--- config.mk ---
export PLATFORM = sky130hd
export DESIGN_NAME = block_sorter_ascending
export DESIGN_NICKNAME = d
export VERILOG_FILES = /design/src/rtl/core/bsa_pkg.sv /design/src/rtl/core/block_sorter_ascending.sv /design/src/rtl/core/bsa_front.sv /design/src/rtl/core/bsa_fifo.sv /design/src/rtl/core/bsa_cells.sv
export SDC_FILE = /design/constraint.sdc
export NUM_CORES = 1
export LEC_CHECK = 0
export BUFFER_PORTS_ARGS = -buffer_cell sky130_fd_sc_hd__buf_2
export CAP_MARGIN = 20
export CORE_ASPECT_RATIO = 2
export CORE_MARGIN = 2
export CORE_UTILIZATION = 58
export CTS_CLUSTER_SIZE = 10
export DETAILED_ROUTE_END_ITERATION = 8
export PLACE_DENSITY = 0.84
export SYNTH_ARGS = -nofsm -noshare
export SYNTH_HDL_FRONTEND = slang
export SYNTH_SLANG_ARGS = --single-unit
--- constraint.sdc ---
create_clock -name clock -period 6.1 [get_ports clock]
set_input_delay 0.915 -clock clock [delete_from_list [all_inputs] [get_ports clock]]
set_output_delay 0.915 -clock clock [all_outputs]
set_load 0.05 [all_outputs]
--- src/rtl/core/bsa_pkg.sv ---
// Shared types and constants for the ascending block sorter.
// No dependencies; every other file in rtl/core imports this package.
package bsa_pkg;

   localparam int WORD_W      = 32;
   localparam int QUEUE_DEPTH = 4;
   localparam int QPTR_W      = $clog2(QUEUE_DEPTH);
   localparam int QCNT_W      = $clog2(QUEUE_DEPTH + 1);

   // One word on its way from the front end to the sorting cells.
   typedef struct packed {
      logic signed [WORD_W-1:0] value;
      logic                     block_end;
   } bsa_word_type;

endpackage

--- src/rtl/core/block_sorter_ascending.sv ---
// Ascending block sorter. Takes BLOCK_SIZE signed 32-bit words and returns them smallest
// first, one word per response, with rsp_last on the final word. The sorting cells insert
// one word per cycle while words are available and then shift the block out one word per
// cycle while rsp_ready is high; the cell row holds one block at a time. A four-word queue
// ahead of the cells takes the first words of the next block while the current one drains.
module block_sorter_ascending #(
   parameter int BLOCK_SIZE = 8
) (
   input  logic                              clock,
   input  logic                              reset,
   input  logic                              req_valid,
   output logic                              req_ready,
   input  logic signed [bsa_pkg::WORD_W-1:0] req_value,
   output logic                              rsp_valid,
   input  logic                              rsp_ready,
   output logic signed [bsa_pkg::WORD_W-1:0] rsp_sorted_value,
   output logic                              rsp_last
);
   import bsa_pkg::*;

   logic         push_valid;
   logic         push_ready;
   bsa_word_type push_word;
   logic         pop_valid;
   logic         pop_ready;
   bsa_word_type pop_word;

   bsa_front #(
      .BLOCK_SIZE(BLOCK_SIZE)
   ) u_front (
      .clock      (clock),
      .reset      (reset),
      .req_valid  (req_valid),
      .req_ready  (req_ready),
      .req_value  (req_value),
      .push_valid (push_valid),
      .push_ready (push_ready),
      .push_word  (push_word)
   );

   bsa_fifo u_fifo (
      .clock      (clock),
      .reset      (reset),
      .push_valid (push_valid),
      .push_ready (push_ready),
      .push_word  (push_word),
      .pop_valid  (pop_valid),
      .pop_ready  (pop_ready),
      .pop_word   (pop_word)
   );

   bsa_cells #(
      .BLOCK_SIZE(BLOCK_SIZE)
   ) u_cells (
      .clock            (clock),
      .reset            (reset),
      .pop_valid        (pop_valid),
      .pop_ready        (pop_ready),
      .pop_word         (pop_word),
      .rsp_valid        (rsp_valid),
      .rsp_ready        (rsp_ready),
      .rsp_sorted_value (rsp_sorted_value),
      .rsp_last         (rsp_last)
   );

endmodule

--- src/rtl/core/bsa_front.sv ---
// Front end of the block sorter: accepts input words and marks the final word of each block.
// Depends on bsa_pkg.
module bsa_front #(
   parameter int BLOCK_SIZE = 8
) (
   input  logic                           clock,
   input  logic                           reset,
   input  logic                           req_valid,
   output logic                           req_ready,
   input  logic signed [bsa_pkg::WORD_W-1:0] req_value,
   output logic                           push_valid,
   input  logic                           push_ready,
   output bsa_pkg::bsa_word_type          push_word
);
   import bsa_pkg::*;

   localparam int CNT_W = $clog2(BLOCK_SIZE);

   logic [CNT_W-1:0] load_count_ff;
   logic [CNT_W-1:0] load_count_in;
   logic             at_end;
   logic             accept;

   assign req_ready  = push_ready;
   assign push_valid = req_valid;
   assign accept     = req_valid && push_ready;
   assign at_end     = (load_count_ff == CNT_W'(BLOCK_SIZE - 1));

   assign push_word.value     = req_value;
   assign push_word.block_end = at_end;

   always_comb begin
      load_count_in = load_count_ff;
      if (accept) begin
         load_count_in = at_end ? '0 : load_count_ff + CNT_W'(1);
      end
   end

   always_ff @(posedge clock) begin
      if (reset) begin
         load_count_ff <= '0;
      end else begin
         load_count_ff <= load_count_in;
      end
   end

endmodule

--- src/rtl/core/bsa_fifo.sv ---
// Short word queue between the front end and the sorting cells.
// Depends on bsa_pkg for the word type and queue depth.
module bsa_fifo (
   input  logic                  clock,
   input  logic                  reset,
   input  logic                  push_valid,
   output logic                  push_ready,
   input  bsa_pkg::bsa_word_type push_word,
   output logic                  pop_valid,
   input  logic                  pop_ready,
   output bsa_pkg::bsa_word_type pop_word
);
   import bsa_pkg::*;

   bsa_word_type      mem_ff [QUEUE_DEPTH];
   logic [QPTR_W-1:0] wr_ptr_ff;
   logic [QPTR_W-1:0] rd_ptr_ff;
   logic [QCNT_W-1:0] count_ff;
   logic [QCNT_W-1:0] count_in;
   logic              push_fire;
   logic              pop_fire;

   assign push_ready = (count_ff != QCNT_W'(QUEUE_DEPTH));
   assign pop_valid  = (count_ff != '0);
   assign pop_word   = mem_ff[rd_ptr_ff];
   assign push_fire  = push_valid && push_ready;
   assign pop_fire   = pop_valid && pop_ready;

   always_comb begin
      unique case ({push_fire, pop_fire})
         2'b10:   count_in = count_ff + QCNT_W'(1);
         2'b01:   count_in = count_ff - QCNT_W'(1);
         default: count_in = count_ff;
      endcase
   end

   always_ff @(posedge clock) begin
      if (push_fire) begin
         mem_ff[wr_ptr_ff] <= push_word;
      end
      if (reset) begin
         wr_ptr_ff <= '0;
         rd_ptr_ff <= '0;
         count_ff  <= '0;
      end else begin
         count_ff <= count_in;
         if (push_fire) begin
            wr_ptr_ff <= wr_ptr_ff + QPTR_W'(1);
         end
         if (pop_fire) begin
            rd_ptr_ff <= rd_ptr_ff + QPTR_W'(1);
         end
      end
   end

endmodule

--- src/rtl/core/bsa_cells.sv ---
// Back end of the block sorter: a row of insertion cells that keeps the block in order
// and then shifts it out smallest first. Depends on bsa_pkg.
module bsa_cells #(
   parameter int BLOCK_SIZE = 8
) (
   input  logic                              clock,
   input  logic                              reset,
   input  logic                              pop_valid,
   output logic                              pop_ready,
   input  bsa_pkg::bsa_word_type             pop_word,
   output logic                              rsp_valid,
   input  logic                              rsp_ready,
   output logic signed [bsa_pkg::WORD_W-1:0] rsp_sorted_value,
   output logic                              rsp_last
);
   import bsa_pkg::*;

   typedef enum logic {
      ST_LOAD,
      ST_DRAIN
   } state_type;

   state_type                state_ff;
   state_type                state_in;
   logic signed [WORD_W-1:0] cells_ff [BLOCK_SIZE];
   logic signed [WORD_W-1:0] cells_in [BLOCK_SIZE];
   logic [BLOCK_SIZE-1:0]    occ_ff;
   logic [BLOCK_SIZE-1:0]    occ_in;
   logic [BLOCK_SIZE-1:0]    place;

   assign pop_ready        = (state_ff == ST_LOAD);
   assign rsp_valid        = (state_ff == ST_DRAIN);
   assign rsp_sorted_value = cells_ff[0];
   assign rsp_last         = !occ_ff[1];

   // A cell takes part in the insertion when it is empty or holds a larger value.
   // Because the row stays sorted, the cells that do form a contiguous upper range.
   always_comb begin
      for (int i = 0; i < BLOCK_SIZE; i++) begin
         place[i] = !occ_ff[i] || (pop_word.value < cells_ff[i]);
      end
   end

   always_comb begin
      state_in = state_ff;
      occ_in   = occ_ff;
      cells_in = cells_ff;
      unique case (state_ff)
         ST_LOAD: begin
            if (pop_valid) begin
               if (place[0]) begin
                  cells_in[0] = pop_word.value;
               end
               for (int i = 1; i < BLOCK_SIZE; i++) begin
                  if (place[i]) begin
                     cells_in[i] = place[i-1] ? cells_ff[i-1] : pop_word.value;
                  end
               end
               occ_in = {occ_ff[BLOCK_SIZE-2:0], 1'b1};
               if (pop_word.block_end) begin
                  state_in = ST_DRAIN;
               end
            end
         end
         ST_DRAIN: begin
            if (rsp_ready) begin
               for (int i = 0; i < BLOCK_SIZE - 1; i++) begin
                  cells_in[i] = cells_ff[i+1];
               end
               occ_in = {1'b0, occ_ff[BLOCK_SIZE-1:1]};
               if (!occ_ff[1]) begin
                  state_in = ST_LOAD;
               end
            end
         end
         default: state_in = ST_LOAD;
      endcase
   end

   always_ff @(posedge clock) begin
      cells_ff <= cells_in;
      if (reset) begin
         state_ff <= ST_LOAD;
         occ_ff   <= '0;
      end else begin
         state_ff <= state_in;
         occ_ff   <= occ_in;
      end
   end

endmodule

==> metrics.txt <==
status=complete, no violations; setup TNS=0 ns; Rows=110; CTS Buffer Depth=3; Overflow after GRT=0; fin crit share=87.82%; FMAX=186.7 MHz; Iteration-0 DRC Markers=2,203; mux contribution to synthesized area=4.420%; Max-Cap Viols=0; post-CTS setup-driven buffer insertion count=0; Adder-Cell Fraction of Synth Area=12.20%; Placer Congestion=1.044; Req. time, crit path=6.38 ns; Reg clk slew, reported paths=0.06 ns; Bufs and invs on worst path=4; GRT Total Usage=39.08%; Mapped Cells=2,554; first-pass GRT wire length=137,700 µm; Post-Synth Simple-Gate Area=12.08%; Die W=154.6 µm; Hold Vio Cnt, Final=0; vias per cell=7.230; Final Setup Violations=0; leading register cell type out of synthesis=edfxtp_1; Hold Path Origin=u_front.load_count_ff[1]; H-Tree Depth=2; die height=305.3 µm; FF-to-FF setup slack=0.74 ns; critical path's top delay family=compound AO/OA/AOI/OAI gates; Tmin final=5.357 ns; Ant. Diodes=0; hpwl dp=66,080 µm; worst rel slew slack=24.06%; #FFs+latches synth=409; CP Launch Type=flip-flop; clock sink total=409; vias in the first global route=23.11k; first drt pass iteration count=7; Post-Synth XOR/XNOR Area=0.1664%; Synth area leader=edfxtp_1; sequential-to-total area share from yosys stat=45.86%; die area=0.04721 mm²; initial antenna violation count=0; cell mode on critical path=buf_4; largest family of logic cells by synthesized area=compound AO/OA/AOI/OAI gates; Routed Antenna Nets=0; io pins=71; fill count=3,628; critical path class=flip-flop to flip-flop; FFs w/ async S/R, synth=0%; IO buf count=70; critical path arrival=5.64 ns; Initial Util=58.67%; CP cell instances=buf_4 > mux2_2 > o21ai_0 > buf_4 > inv_1 > ha_1 > nand2_1 > o21ai_0 > a211oi_1 > a221oi_1 > o211ai_1 > buf_4 > nand4_1 > o211ai_1; Netlist cell types=68; Worst Hold Class=flip-flop to flip-flop; synth top area cells=edfxtp_1, ha_1, o211ai_1; critical path peak fanout=25; CTS Buf Count=46; slowest CP cell=a221oi_1; syn nets=2,846; hold_buf cts=0; largest net degree at the start of global routing=114; worst slew pin tran=1.134 ns; Setup crit end kind=flip-flop; Post-route DRC=0; r2r worst-path depth=14; Worst path max stage delay=0.70 ns; via count=22.64k; Post-Syn Area=0.02632 mm²; fin. max-slew vios=0; Yosys top cell area share=44.26%; CTS root buf=clkbuf_16; total wire length=92,860 µm; Avg Cell Area, Syn=10.31 µm²; skew final=0.02153 ns; Post-synth EDFFs=388; worst hold endpoint=u_front.load_count_ff[1]; ratio of cells with drive above 1 in the final layout=10.23%; CTS tree=yes; hold depth=2; clk_lat worst skew=0.59 ns; CORE AREA=0.04487 mm²; post_cts resized=0; RSZ-0062 raised after global routing=false; worst reg2reg endpoint=u_cells.cells_ff[169]; WL/cell=29.65 µm; synth warn=0; final net count=2,846; post-synthesis compound-gate area fraction=17.47%; area grow syn2layout=8.299%
[synthesized netlist by cell type (all sizes together), types with 4 or more instances]
cell and number:
o221ai 72, o21ai 133, a221oi 9, nand2 181, inv 302, ha 255
nand3 85, o21a 15, or4 33, nor3 11, edfxtp 388, nor2b 4
clkbuf 139, dfxtp 21, nor2 80, and3 7, mux2i 42, buf 62
a31oi 5, nor4 6, a21o 39, and4 9, a21oi 81, o211ai 233
o2111ai 6, nor3b 4, nand4 134, o22ai 32, nand4b 33, a211oi 21
mux2 62
[worst register-to-register path: stages (launching register included)]
cell and delay, ns:
dfxtp_4 0.58, buf_4 0.39, mux2_2 0.38, o21ai_0 0.20, buf_4 0.27, inv_1 0.39, ha_1 0.46, nand2_1 0.06
o21ai_0 0.24, a211oi_1 0.12, a221oi_1 0.70, o211ai_1 0.58, buf_4 0.42, nand4_1 0.14, o211ai_1 0.13
[cell families after synthesis]
group	count (synthesis)
fa+ha+maj	256
buf+inv	504
xor+xnor	5
simple gates	604
flops	409
compound gates	670
mux	106
[layout by cell type (no fill, tap or decap), types with 23 or more instances in the layout]
cell       instances
a21o_1            39
a21oi_1           80
buf_2             71
buf_4             76
clkbuf_16         46
edfxtp_1         388
ha_1             255
inv_1            301
mux2_1            23
mux2_2            39
mux2i_1           41
nand2_1          181
nand3_1           85
nand4_1          134
nand4b_1          33
nor2_1            80
o211ai_1         233
o21ai_0          130
o221ai_1          72
o22ai_1           32
or4_1             33
[sequential cells by signal, indices dropped and copies added, names as in the netlist, named ones only]
signal                    count
u_fifo.wr_ptr_ff              2
u_cells.cells_ff            224
u_front.load_count_ff         3
u_fifo.count_ff               3
u_cells.rsp_valid             1
u_fifo.mem_ff               132
u_cells.rsp_sorted_value     32
u_fifo.rd_ptr_ff              2
u_cells.occ_ff                8
[worst max-delay path by stage]
stage / from / end / slack, ns / cells after the start
2_1_floorplan: flip-flop / u_cells.cells_ff[0] / 0.15 / 13
3_3_place_gp: flip-flop / u_cells.cells_ff[198] / 0.45 / 11
3_5_place_dp: flip-flop / u_cells.cells_ff[81] / 0.66 / 13
4_1_cts: flip-flop / u_cells.cells_ff[81] / 0.64 / 13
6_report: flip-flop / u_cells.cells_ff[169] / 0.74 / 14
5_1_grt: flip-flop / u_cells.cells_ff[78] / 0.47 / 13
[routing by layer]
metal	routed length [µm]	global-route usage, %	part of all wire, %
met4	12850	42.57	14
met3	6078	5.061	6.5
met1	28190	39.16	30
met2	45740	66.05	49
met5	0	0	0
[per-stage QoR]
stage / area, µm² / util [%] / worst slack, ns / cells / hold WS (ns)
2_1_floorplan: 26330 / - / 0.1496 / 2554 / 0.4613
3_3_place_gp: 27140 / 60.48 / 0.4514 / 3060 / 0.4726
3_5_place_dp: 27220 / 60.68 / 0.6605 / 3064 / 0.4989
4_1_cts: 28480 / 63.47 / 0.6416 / 3130 / 0.5118
5_1_grt: 28510 / 63.54 / 0.4738 / 3132 / 0.5397
6_report: 28510 / 63.54 / 0.7428 / 3132 / 0.5075
[final cells by class]
type | instances | area (µm²) | share of cell area (%)
well taps | 560 | 700.7 | 2.458
repair buffers | 153 | 1057 | 3.709
clock inverters | 2 | 36.28 | 0.1273
clock buffers | 64 | 1219 | 4.275
flip-flops and latches | 409 | 12080 | 42.37
multi-input cells | 1641 | 12270 | 43.05
inverters | 303 | 1145 | 4.016
Power is left out: the tool's default activity adds up to more than one toggle a clock period on the data nets, which glitch-free logic cannot reach.
